===== config.mk =====
export PLATFORM = sky130hd
export DESIGN_NAME = bir_div
export DESIGN_NICKNAME = d
export VERILOG_FILES = /design/src/design/bir_pkg.sv /design/src/design/bir_div.sv
export SDC_FILE = /design/constraint.sdc
export NUM_CORES = 1
export LEC_CHECK = 0
export BUFFER_PORTS_ARGS = -buffer_cell sky130_fd_sc_hd__buf_2
export CAP_MARGIN = 30
export CORE_AREA = 4 4 76 78
export CTS_CLUSTER_DIAMETER = 30
export DETAILED_ROUTE_END_ITERATION = 8
export DIE_AREA = 0 0 80 82
export HOLD_SLACK_MARGIN = 0.12
export PLACE_DENSITY_LB_ADDON = 0.3
export SLEW_MARGIN = 20
export SYNTH_ARGS = -nofsm -noshare
export SYNTH_HDL_FRONTEND = slang
export SYNTH_SLANG_ARGS = --single-unit

===== constraint.sdc =====
create_clock -name i_clk -period 3.1 [get_ports i_clk]
set_input_delay 0.62 -clock i_clk [delete_from_list [all_inputs] [get_ports i_clk]]
set_output_delay 0.62 -clock i_clk [all_outputs]
set_load 0.02 [all_outputs]

===== src/design/bir_pkg.sv =====
// ----------------------------------------------------------------------------
// bir_pkg
// shared types and constants of the bicubic image resampler
// ----------------------------------------------------------------------------
package bir_pkg;

    // configuration register indexes, byte address = 4 * index
    localparam logic [2:0] REG_SRC_W = 3'd0;
    localparam logic [2:0] REG_SRC_H = 3'd1;
    localparam logic [2:0] REG_DST_W = 3'd2;
    localparam logic [2:0] REG_DST_H = 3'd3;
    localparam logic [2:0] REG_CHN   = 3'd4;

    // divisor width: twice the largest destination size doubled again (<= 1024)
    localparam int DEN_W = 11;
    // kernel offset magnitude, Q.10, up to 3.0
    localparam int U_W   = 12;
    // signed Q0.10 fraction, -1024..1024
    localparam int DQ_W  = 12;
    // kernel weight, Q2.14 signed
    localparam int WGT_W = 16;
    // tap weight product, Q4.28 signed
    localparam int TAP_W = 32;
    // channel accumulator
    localparam int ACC_W = 44;

    typedef logic signed [WGT_W-1:0] t_weight;
    typedef logic signed [TAP_W-1:0] t_tap;
    typedef logic signed [ACC_W-1:0] t_acc;
    typedef logic [7:0]              t_pix;

endpackage


===== src/design/bir_div.sv =====
// ----------------------------------------------------------------------------
// bir_div
// restoring divider, one quotient bit per cycle
// ----------------------------------------------------------------------------
module bir_div #(
    parameter int DVW = 21
) (
    input  logic                        i_clk,
    input  logic                        i_rst_n,
    input  logic                        i_start,
    input  logic [DVW-1:0]              i_dividend,
    input  logic [bir_pkg::DEN_W-1:0]   i_divisor,
    output logic                        o_done,
    output logic [DVW-1:0]              o_quo,
    output logic [bir_pkg::DEN_W-1:0]   o_rem
);

    localparam int DSW = bir_pkg::DEN_W;
    localparam int CNW = $clog2(DVW + 1);

    logic [DVW-1:0] r_quo;
    logic [DSW-1:0] r_rem;
    logic [DSW-1:0] r_dvs;
    logic [CNW-1:0] r_cnt;
    logic           r_run;
    logic           r_done;
    logic [DSW:0]   n_trial;

    // trial subtraction of the shifted remainder
    assign n_trial = {r_rem, r_quo[DVW-1]} - {1'b0, r_dvs};

    // control
    always_ff @(posedge i_clk) begin
        if (!i_rst_n) begin
            r_run  <= 1'b0;
            r_done <= 1'b0;
            r_cnt  <= '0;
        end else begin
            r_done <= 1'b0;
            if (i_start) begin
                r_run <= 1'b1;
                r_cnt <= CNW'(DVW);
            end else if (r_run) begin
                r_cnt <= r_cnt - 1'b1;
                if (r_cnt == CNW'(1)) begin
                    r_run  <= 1'b0;
                    r_done <= 1'b1;
                end
            end
        end
    end

    // datapath
    always_ff @(posedge i_clk) begin
        if (i_start) begin
            r_quo <= i_dividend;
            r_rem <= '0;
            r_dvs <= i_divisor;
        end else if (r_run) begin
            if (!n_trial[DSW]) begin
                r_rem <= n_trial[DSW-1:0];
                r_quo <= {r_quo[DVW-2:0], 1'b1};
            end else begin
                r_rem <= {r_rem[DSW-2:0], r_quo[DVW-1]};
                r_quo <= {r_quo[DVW-2:0], 1'b0};
            end
        end
    end

    assign o_done = r_done;
    assign o_quo  = r_quo;
    assign o_rem  = r_rem;

endmodule


After elaboration in Yosys (flattened, before gate mapping)

Index checks and enable logic that the tools add are counted.

Flip-flop bits (word level): 50
Input bits: 35
Output and inout bits: 33
Word-level logic and storage cells: 25

Add/subtract/negate cells: 2
Eq/ne operators: 1
Mux-type cells: 10
Bitwise gates (word level): 2
Reduce and logical (&&, ||, !) cells: 3

Operators with widths:

| operator              | count |
|---|---|
| $mux W21              | 2 |
| $sub A12 B11 Y12      | 1 |
| $mux W11              | 1 |
| $mux W5               | 2 |
| $eq A5 B1 Y1 const B  | 1 |
| $mux W1               | 5 |
| $sub A5 B1 Y5 const B | 1 |
| $reduce_or A3 Y1      | 1 |
| $not A1 Y1            | 2 |
| $reduce_bool A2 Y1    | 1 |
| $reduce_or A2 Y1      | 1 |

Longest topological paths before layout

Depth after elaboration: 4
Gate-level depth with buffers: 10
Depth with buffers taken out: 10

Worst setup path before layout

Ideal clock, no wire load.

Kind: register to register
Start point: reg r_rem[0] (netlist: o_rem[0])
End point: reg r_rem[2] (netlist: o_rem[2])
Setup time: 0.122 ns
Data arrival time: 2.259 ns
Required time: 2.978 ns
Path slack: 0.719 ns
Cell stages (with the launch flop): 8
Buffers on the path: 0
Path through: dfxtp_1 -> ha_1 -> nor2b_1 -> o31a_1 -> o311ai_1 -> o211ai_4 -> and4_1 -> a311o_1

Word-level cells in the longest chain between the ends: 2

RTL lines:

| what                   | line          | source |
|---|---|---|
| from (decl)            | bir_div.sv:22 | `logic [DSW-1:0] r_rem;` |
| from (signal assigned) | bir_div.sv:61 | `r_rem <= n_trial[DSW-1:0];` |
| from (signal assigned) | bir_div.sv:64 | `r_rem <= {r_rem[DSW-2:0], r_quo[DVW-1]};` |
| $sub A12 B11 Y12       | bir_div.sv:30 | `assign n_trial = {r_rem, r_quo[DVW-1]} - {1'b0, r_dvs};` |
| $mux W11               | bir_div.sv:60 | `if (!n_trial[DSW]) begin` |

No other way between the ends.
A chain may end at the register's enable or synchronous reset.

Worst setup path in the final report

Ends and elaborated chain as after synthesis.

==> impl_metrics.json <==
{
  "fillCellCount": 440,
  "met2_usage_pct": 27.6,
  "clock_skew_ns": 0.00916,
  "path_max_fanout": 16,
  "rows": 26,
  "grt_max_degree": 46,
  "grt_use_met1_pct": 22.5,
  "syn_area_per_cell_um2": 11.5,
  "setup-tns-final_ns": 0,
  "crit_start": "o_rem[0]",
  "layout-drive-gt1-share_pct": 34.7,
  "grt_pass1_wl_um": 8710,
  "io_buffer_count": 67,
  "clock.fmax_ghz": 0.391,
  "drv_cap": 0,
  "grt_pass1_vias": 1867,
  "critPathBufInv": 0,
  "post-route-min-period_ns": 2.56,
  "setup-violations-final": 0,
  "leakage_uw": 0.00133,
  "vias": 1944,
  "path_cells": "ha_1 > nor2b_1 > o31a_1 > o311ai_1 > o211ai_4 > and4_1 > a311o_1",
  "r2r_start": "o_rem[0]",
  "cts_tree": "built",
  "vias_per_cell": 5.30,
  "initial_core_util_pct": 52.1,
  "seq_area_frac_synth_pct": 49.9,
  "final_max_slew_viol_count": 0,
  "fin_hold_ws_ns": 0.478,
  "clock-sinks": 50,
  "drt_iter0_markers": 124,
  "end_kind": "register",
  "hold_path.class": "in2reg",
  "worstSetupEndpoint": "o_rem[2]",
  "areaGrowthSynthToFinish_pct": 18.8,
  "clk_latency_ns": 0.31,
  "critical_path.top_delay_family": "compound AO/OA/AOI/OAI gates",
  "io_pins": 68,
  "yosysUniqueCellTypes": 46,
  "dieHeight_um": 82,
  "track_usage_pct": 17.0,
  "fin_nets": 345,
  "timing.rr.end": "o_rem[2]",
  "syn_nets": 279,
  "n_antenna_cell": 0,
  "cts.path.max_buffers": 2,
  "peakVddDrop_mv": 0.268,
  "yosysWarningCount": 0,
  "seqCellArea_um2": 1320,
  "slowest_delay_ns": 0.44,
  "synth_most_common_cell": "edfxtp_1",
  "crit_path_start_kind": "register",
  "post-route-period-util_pct": 82.6,
  "ys_ff_latch": 50,
  "synth_edf_count": 32,
  "synthFlopType": "edfxtp_1",
  "dr.pass1.iters": 5,
  "outcome": "complete, no violations",
  "htreeDepth": 2,
  "core_um2": 5070,
  "power_density_nw_per_um2": 551,
  "hold_buffers": 0,
  "die_x_um": 80,
  "wl_per_cell_um": 14.4,
  "use_met3_pct": 3.73,
  "synth_top_area_cell": "edfxtp_1",
  "synth_area_um2": 2650,
  "ant_nets": 0,
  "ys_top_cells_by_count": "32 x edfxtp_1, 20 x mux2_2, 19 x nor2_1, 18 x dfxtp_1, 18 x inv_1",
  "worstPathArrival_ns": 2.76,
  "clockRootBuffer": "clkbuf_8",
  "grt_overflow_total": 0,
  "worst_slew_pin_slew_ns": 0.858,
  "criticalPathCategory": "reg2reg",
  "cp.depth": 7,
  "reg2regPathDepth": 7,
  "reg2reg_slack_ns": 0.54,
  "rsz0062_at_grt": "no",
  "finalHoldViolCount": 0,
  "synth.area.top_cells": "edfxtp_1 36%, dfxtp_1 14%, mux2_2 8.5%",
  "post_cts_buffers": 0,
  "syn_inst": 230,
  "maxSlewHeadroom_pct": 42.7,
  "clkTransAtPathRegs_ns": 0.10,
  "hpwl_um": 3770,
  "place_congestion": 0.777,
  "required_ns": 3.30,
  "routed_wl_um": 5290,
  "drc": 0,
  "synth.top_cell.area_share_pct": 36.3,
  "multiInputGateArea_um2": 1210,
  "busiest_layer": "met2",
  "numCtsBuffers": 5,
  "critPathSlowestCell": "dfxtp_1",
  "cts-resized-gates": 0,
  "grt_antenna_before_repair": 0,
  "async_flop_share_pct": 0,
  "dieArea_um2": 6560
}
-- state kept, by name, summed over array words and instances (netlist names) --
name    flops
r_dvs      11
o_done      1
o_quo      21
o_rem      11
r_cnt       5
r_run       1
-- kinds of logic after synthesis --
kind of cell,Yosys count,share of synthesized area (%)
XOR/XNOR,9,2.98
multiplexers,27,11.2
AND/OR/NAND/NOR,60,11.9
AO/OA/AOI/OAI,42,12.8
flip-flops,50,49.9
adder cells (fa/ha/maj),14,6.90
buffers and inverters,28,4.40
-- worst min-delay path by stage --
stage            startpoint  depth (start not counted)  slack (ns)       end
2_1_floorplan      r_cnt[1]                          2        0.47  r_cnt[1]
3_3_place_gp       r_cnt[1]                          2        0.48  r_cnt[1]
3_5_place_dp       r_cnt[1]                          2        0.49  r_cnt[1]
4_1_cts        i_divisor[2]                          1        0.47  r_dvs[2]
5_1_grt        i_divisor[2]                          1        0.46  r_dvs[2]
6_report       i_divisor[2]                          1        0.48  r_dvs[2]
-- stage by stage --
stage          std cells  setup WS (ns)  instance area [um2]  power [uW]  util, %
3_5_place_dp         359          0.538                 3040        1310     59.8
4_1_cts              367          0.521                 3140        1750     61.9
3_3_place_gp         359          0.628                 3040        1300     59.8
6_report             367          0.540                 3140        1730     61.9
2_1_floorplan        230          0.719                 2650        1190        -
5_1_grt              367          0.384                 3140        1830     61.9
-- placed cells by master, fill, tap and decap left out, types with 2 or more instances in the layout --
cell	synthesis	layout
buf_2	0	67
edfxtp_1	32	32
mux2_2	20	20
nor2_1	19	19
inv_1	18	18
dfxtp_1	18	18
ha_1	13	13
nand2_1	11	11
a211oi_1	10	10
nor3_1	8	8
mux2i_1	7	7
xnor2_1	7	7
o21ai_0	5	5
clkbuf_8	0	5
o21a_1	4	4
nand3_1	4	4
nor2b_1	3	3
a21boi_0	3	3
a21oi_1	3	3
nand2b_1	3	3
o31a_1	2	2
nand3b_1	2	2
nor4_1	2	2
a311o_1	2	2
xor2_1	2	2
or4b_2	2	2
o41ai_1	2	2
buf_4	0	2
-- layer usage --
layer	up-vias	share of wire, %
met5	-	0
met1	909	47
met3	8	5.1
met2	46	47
met4	0	1.4
li1	981	-
-- final cells by class --
| class | count | area share, % |
|---|---|---|
| clock buffers | 6 | 2.99 |
| clock inverters | 2 | 0.438 |
| inverters | 18 | 2.15 |
| multi-input cells | 152 | 38.5 |
| flip-flops and latches | 50 | 42.0 |
| well taps | 70 | 2.79 |
| repair buffers | 69 | 11.1 |
-- report_power, final --
group	total [uW]	internal, uW	switching (uW)
Combinational	472	205	267
Clock	436	210	226
Sequential	825	783	41.6
(Power assumes the default switching activity.)
