File: src/design/bir_pkg.sv
// ----------------------------------------------------------------------------
// bir_pkg
// shared types and constants of the bicubic image resampler
// ----------------------------------------------------------------------------
package bir_pkg;

    // configuration register indexes, byte address = 4 * index
    localparam logic [2:0] REG_SRC_W = 3'd0;
    localparam logic [2:0] REG_SRC_H = 3'd1;
    localparam logic [2:0] REG_DST_W = 3'd2;
    localparam logic [2:0] REG_DST_H = 3'd3;
    localparam logic [2:0] REG_CHN   = 3'd4;

    // divisor width: twice the largest destination size doubled again (<= 1024)
    localparam int DEN_W = 11;
    // kernel offset magnitude, Q.10, up to 3.0
    localparam int U_W   = 12;
    // signed Q0.10 fraction, -1024..1024
    localparam int DQ_W  = 12;
    // kernel weight, Q2.14 signed
    localparam int WGT_W = 16;
    // tap weight product, Q4.28 signed
    localparam int TAP_W = 32;
    // channel accumulator
    localparam int ACC_W = 44;

    typedef logic signed [WGT_W-1:0] t_weight;
    typedef logic signed [TAP_W-1:0] t_tap;
    typedef logic signed [ACC_W-1:0] t_acc;
    typedef logic [7:0]              t_pix;

endpackage

File: src/design/bir_kernel.sv
// ----------------------------------------------------------------------------
// bir_kernel
// keys cubic weight (a = -0.5) of a Q.10 offset magnitude, Q2.14 result
// ----------------------------------------------------------------------------
module bir_kernel (
    input  logic                      i_clk,
    input  logic                      i_rst_n,
    input  logic                      i_start,
    input  logic [bir_pkg::U_W-1:0]   i_u,
    output logic                      o_done,
    output bir_pkg::t_weight          o_weight
);

    logic [2:0]                r_v;
    logic                      r_done;
    logic [bir_pkg::U_W-1:0]   r_u;
    logic [21:0]               r_u2;
    logic [33:0]               r_u3;
    logic [35:0]               r_u2k;
    bir_pkg::t_weight          r_w;
    logic signed [39:0]        n_num;
    logic [39:0]               n_mag;
    logic [22:0]               n_rnd;

    // stage valid chain
    always_ff @(posedge i_clk) begin
        if (!i_rst_n) begin
            r_v    <= '0;
            r_done <= 1'b0;
        end else begin
            r_v    <= {r_v[1:0], i_start};
            r_done <= r_v[2];
        end
    end

    // powers of the offset, one multiply per stage
    always_ff @(posedge i_clk) begin
        if (i_start) r_u <= i_u;
        r_u2  <= 22'(r_u * r_u);
        r_u3  <= 34'(r_u2 * r_u);
        r_u2k <= {2'b00, r_u2, 12'b0} + {4'b0000, r_u2, 10'b0};
    end

    // polynomial for the inner and outer segment
    always_comb begin
        if (!r_u[11] && !r_u[10]) begin
            n_num = $signed(40'(r_u3) * 40'sd3) - $signed(40'(r_u2k))
                    + 40'sh0080000000;
        end else begin
            n_num = $signed(40'(r_u2k)) - $signed(40'(r_u3))
                    - $signed({5'b0, r_u, 23'b0}) + 40'sh0100000000;
        end
        n_mag = n_num[39] ? 40'(-n_num) : 40'(n_num);
        n_rnd = 23'((n_mag + 40'h10000) >> 17);
    end

    // round half away from zero, zero beyond two
    always_ff @(posedge i_clk) begin
        if (r_v[2]) begin
            if (r_u[11]) begin
                r_w <= '0;
            end else if (n_num[39]) begin
                r_w <= bir_pkg::t_weight'(-$signed({1'b0, n_rnd[15:0]}));
            end else begin
                r_w <= bir_pkg::t_weight'(n_rnd[15:0]);
            end
        end
    end

    assign o_done   = r_done;
    assign o_weight = r_w;

endmodule

File: config.mk
export PLATFORM = sky130hd
export DESIGN_NAME = bir_kernel
export DESIGN_NICKNAME = d
export VERILOG_FILES = /design/src/design/bir_pkg.sv /design/src/design/bir_kernel.sv
export SDC_FILE = /design/constraint.sdc
export NUM_CORES = 1
export LEC_CHECK = 0
export BUFFER_PORTS_ARGS = -buffer_cell sky130_fd_sc_hd__buf_2
export CORE_UTILIZATION = 67
export DETAILED_ROUTE_END_ITERATION = 10
export PLACE_DENSITY = 0.84
export SYNTH_ARGS = -nofsm -noshare
export SYNTH_HDL_FRONTEND = slang
export SYNTH_SLANG_ARGS = --single-unit
File: constraint.sdc
create_clock -name i_clk -period 9.9 [get_ports i_clk]
set_clock_uncertainty 0.1 [all_clocks]
set_input_delay 0.495 -clock i_clk [delete_from_list [all_inputs] [get_ports i_clk]]
set_output_delay 0.495 -clock i_clk [all_outputs]
set_load 0.01 [all_outputs]
* After elaboration in Yosys (flattened, before gate mapping)
Cells that the tools add are included.
Word-level totals: register bits 123, memories kept 0, ROM bits 0, bits in latches 0, RAM bits 0, input bits 15, logic and storage cells 25, output and inout port bits 17
Cells by class: equality and inequality tests 0, divide/modulo/power cells 0, multipliers 3, shifts and indexed selects 0, reductions and logical operators 3, magnitude comparators 0, mux-type cells 3, add/subtract/negate cells 9, bitwise gates (word level) 0
Operators with widths (number):
- 40-bit two-way mux | 1
- 37-bit by 33-bit adder with 38-bit output, second input constant | 1
- 37-bit by 34-bit adder with 38-bit output, second input constant | 1
- 36-bit by 35-bit subtractor with 37-bit output | 1
- 36-bit by 36-bit subtractor with 37-bit output | 1
- 34-bit by 2-bit multiplier with 36-bit output, second input constant | 1
- 35-bit by 34-bit subtractor with 36-bit output | 1
- 34-bit by 32-bit adder with 35-bit output | 1
- 22-bit by 12-bit multiplier with 34-bit output | 1
- 33-bit by 17-bit adder with 33-bit output, second input constant | 1
- 33-bit two-way mux | 1
- 33-bit negation | 1
- 12-bit by 12-bit multiplier with 22-bit output | 1
- 16-bit two-way mux | 1
- 16-bit negation | 1
- 1-bit zero test | 2
- 1-bit logical AND | 1

* Longest topological paths before layout
depth in word-level cells 9, gate-level depth with buffers 43, depth with buffers taken out 41

* Worst setup path before layout
No wires, ideal clock.
kind reg-to-reg, from register r_u3[3], to register r_w[15] (netlist: o_weight[15]) (data pin), stages on the path, launching flop included 44, data arrival time 7901 ps, buffers on the path 2, setup slack 1633 ps, clock period less this slack 8267 ps, data required time 9534 ps, library setup time 266 ps, cell sequence dfxtp_1 > inv_1 > ha_1 > and3_1 > a41oi_1 > o21bai_1 > a21oi_1 > o21bai_1 > a21oi_1 > o21bai_1 > a31o_2 > a21oi_1 > o21bai_1 > and2_1 > o21ai_0 > inv_1 > a41o_1 > xor2_1 > [8 not listed] > a41o_1 > inv_1 > nor2_1 > clkbuf_1 > buf_1 > a31oi_1 > xnor2_1 > ha_1 > nand3_1 > or4_1 > o31ai_2 > and3_1 > and4_1 > xnor2_1 > nand3_1 > o41ai_2 > xnor2_1 > nor2_1
Between the ends: cells in the longest elaborated chain, start to end 9, elaborated cells on any way between the ends 12, those cells by class add/sub: 8; mul: 1; mux: 3
Ends and longest elaborated chain:
- from (decl) | RTL line bir_kernel.sv:18 | logic [33:0] r_u3;
- from (signal assigned) | RTL line bir_kernel.sv:40 | r_u3 <= 34'(r_u2 * r_u);
- 34-bit by 2-bit multiplier with 36-bit output or 35-bit by 34-bit subtractor with 36-bit output (tied branches) | RTL line bir_kernel.sv:47, bir_kernel.sv:50
- 36-bit by 35-bit subtractor with 37-bit output or 36-bit by 36-bit subtractor with 37-bit output (tied branches) | RTL line bir_kernel.sv:47, bir_kernel.sv:51
- 37-bit by 33-bit adder with 38-bit output or 37-bit by 34-bit adder with 38-bit output (tied branches) | RTL line bir_kernel.sv:48, bir_kernel.sv:51
- 40-bit two-way mux * | RTL line bir_kernel.sv:46 | if (!r_u[11] && !r_u[10]) begin
- 33-bit negation | RTL line bir_kernel.sv:53 | n_mag = n_num[39] ? 40'(-n_num) : 40'(n_num);
- 33-bit two-way mux | RTL line bir_kernel.sv:53
- 33-bit by 17-bit adder with 33-bit output | RTL line bir_kernel.sv:54 | n_rnd = 23'((n_mag + 40'h10000) >> 17);
- 16-bit negation | RTL line bir_kernel.sv:63 | r_w <= bir_pkg::t_weight'(-$signed({1'b0, n_rnd[15:0]}));
- 16-bit two-way mux * | RTL line bir_kernel.sv:62 | end else if (n_num[39]) begin
- to (signal assigned) | RTL line bir_kernel.sv:63
- to (signal assigned) | RTL line bir_kernel.sv:65 | r_w <= bir_pkg::t_weight'(n_rnd[15:0]);
- to (decl) | RTL line bir_kernel.sv:20 | bir_pkg::t_weight r_w;
Every way passes the cells marked *; elsewhere a longest branch is shown, timed or not. A chain may end at the register's enable or synchronous reset.

* Final worst setup path
Ends and elaborated chain as after synthesis.

==> impl_metrics.json <==
{
  "outcome": "finished, final reports clean",
  "portBuffers": 31,
  "ys_ff_latch": 111,
  "nets": 3238,
  "ctsHoldBuffers": 0,
  "core-area_um2": 32900,
  "worst_pin_slew_ns": 1.23,
  "crit_family": "compound AO/OA/AOI/OAI gates",
  "cp_slowest_cell": "o31ai_2",
  "die_h_um": 186,
  "drt_pass1_iterations": 5,
  "yosys.cell_count.top_type": "inv_1",
  "cts_buffer_depth": 2,
  "startpoint_type": "flip-flop",
  "fin_area_um2": 23400,
  "cts.sink_count": 111,
  "drt-initial-drc-count": 1528,
  "maxSlewHeadroom_pct": 15.5,
  "dpl_cell_area_um2": 23100,
  "critPathBufInv": 3,
  "nFillCells": 2569,
  "final_antenna_net_count": 0,
  "synth_top_area_share_pct": 26.1,
  "max_freq_mhz": 110,
  "crit_type": "reg -> reg",
  "timing.critical_path.mode_cell": "o21ai_0",
  "fin_crit_sh_pct": 92.0,
  "cp_max_fo": 13,
  "slew_violations": 0,
  "grt_overflow": 0,
  "syn2layout_area_growth_pct": 3.39,
  "synth_cell_type_count": 102,
  "critPathMaxStageDelay_ns": 0.56,
  "synth-seq-area-share_pct": 11.0,
  "hold_class": "in -> reg",
  "grt_pass1_wl_um": 94700,
  "syn_area_um2": 22700,
  "cts_tree": "yes",
  "antennaDiodeCount": 0,
  "initial_core_util_pct": 69.0,
  "post-dp-hpwl_um": 46800,
  "vias": 18949,
  "rsz0062_at_grt": "false",
  "syn_area_per_cell_um2": 8.42,
  "async_flop_share_pct": 0,
  "grt_usage_pct": 35.1,
  "synth_flop_cell": "dfxtp_1",
  "htree_levels": 3,
  "boundaryPins": 32,
  "yosys-top-cells-area": "fa_1 (26%), ha_1 (15%), dfxtp_1 (7.3%), inv_1 (7.3%), nand2_1 (4.7%)",
  "gp_congestion": 0.961,
  "critical_path_required_ns": 9.92,
  "yosys.area.top_type": "fa_1",
  "antenna_found_initial": 0,
  "critPathArrivalTime_ns": 9.13,
  "die_x_um": 186,
  "fin_setup_tns_ns": 0,
  "root_buffer": "clkbuf_16",
  "setup_viol": 0,
  "synth_top_cells_by_count": "inv_1 (439), fa_1 (296), nand2_1 (284), ha_1 (273), nor2_1 (170)",
  "synth_edf_count": 28,
  "cts.reportedPaths.clkPinSlew_ns": 0.08,
  "timing.final.crit_period_ns": 9.11,
  "end_kind": "flip-flop",
  "drv_cap": 0,
  "totalWireLength_um": 58900,
  "dieArea_um2": 34600,
  "finalHoldViolations": 0,
  "grt_pass1_vias": 19351,
  "yosysWarnings": 0,
  "numCtsBuffers": 9,
  "grt_max_degree": 42,
  "route.detailed.drc": 0,
  "wl_per_cell_um": 19.0,
  "drive_gt1_share_pct": 4.21,
  "syn_inst": 2692,
  "num_rows": 66,
  "clk_latency_ns": 0.38,
  "vias_per_cell": 6.11
}
## final timing paths
kind	from	endpoint	slack (ns)	depth (start not counted)
worst min register to register	r_v[1]	r_v[2]	0.35	1
worst min-delay path	i_u[4]	r_u[4]	0.18	1
worst max register to register	r_u3[3]	o_weight[15]	0.79	40
worst max-delay path	r_u3[3]	o_weight[15]	0.79	40
## cells in the final DEF, fill, tap and decap left out, drive strengths merged, types with 83 or more instances in the layout
cell / netlist / routed
a21oi: 137 / 137
and2: 108 / 108
dfxtp: 83 / 83
fa: 296 / 296
ha: 273 / 273
inv: 441 / 445
nand2: 284 / 284
nor2: 172 / 172
o21ai: 103 / 103
xnor2: 123 / 123
## layer usage
metal / part of all wire, % / wire length (um) / GRT usage (%)
met1: 38 / 22600 / 40.7
met2: 50 / 29300 / 61.5
met3: 6.3 / 3730 / 4.95
met4: 5.6 / 3300 / 21.0
met5: 0 / 0 / 0
## flip-flops by register name, summed over array words and instances (netlist names)
name      cells
o_done        1
o_weight     16
r_u          12
r_u2         21
r_u2k        24
r_u3         34
r_v           3
## area by class of cell
| cell class | instances | area [um2] | area share (%) |
|---|---|---|---|
| inverters | 446 | 1670 | 7.15 |
| flip-flops and latches | 111 | 2500 | 10.7 |
| clock inverters | 7 | 87.6 | 0.374 |
| well taps | 442 | 553 | 2.36 |
| multi-input cells | 2039 | 18100 | 77.3 |
| repair buffers | 47 | 275 | 1.17 |
| clock buffers | 9 | 225 | 0.961 |
## through the flow
stage	setup WS, ns	cells	hold WS [ns]	utilization, %
4_1_cts	0.728	3101	0.175	71.3
5_1_grt	0.0548	3101	0.179	71.3
3_5_place_dp	0.748	3085	0.325	70.3
3_3_place_gp	1.01	3085	0.308	70.3
2_1_floorplan	1.63	2695	0.270	-
6_report	0.790	3101	0.183	71.3
## what timing repair did
| action | 4_1_cts | 5_1_grt |
|---|---|---|
| setup endpoints to repair | 0 | 1 |
| endpoints found under the hold margin | 0 | 0 |
| setup buffers | 0 | 0 |
| resized for setup | 0 | 1 |
## cells by family after synthesis
kind of cell,synth area share [%]
compound gates,14.2
xor+xnor,6.99
fa+ha+maj,41.2
buf+inv,9.10
flops,11.0
mux,0.795
other cells,0.0331
simple gates,16.6
Power is not shown: default switching activity piles up to over one toggle a cycle in this logic, so the estimate is an artifact.
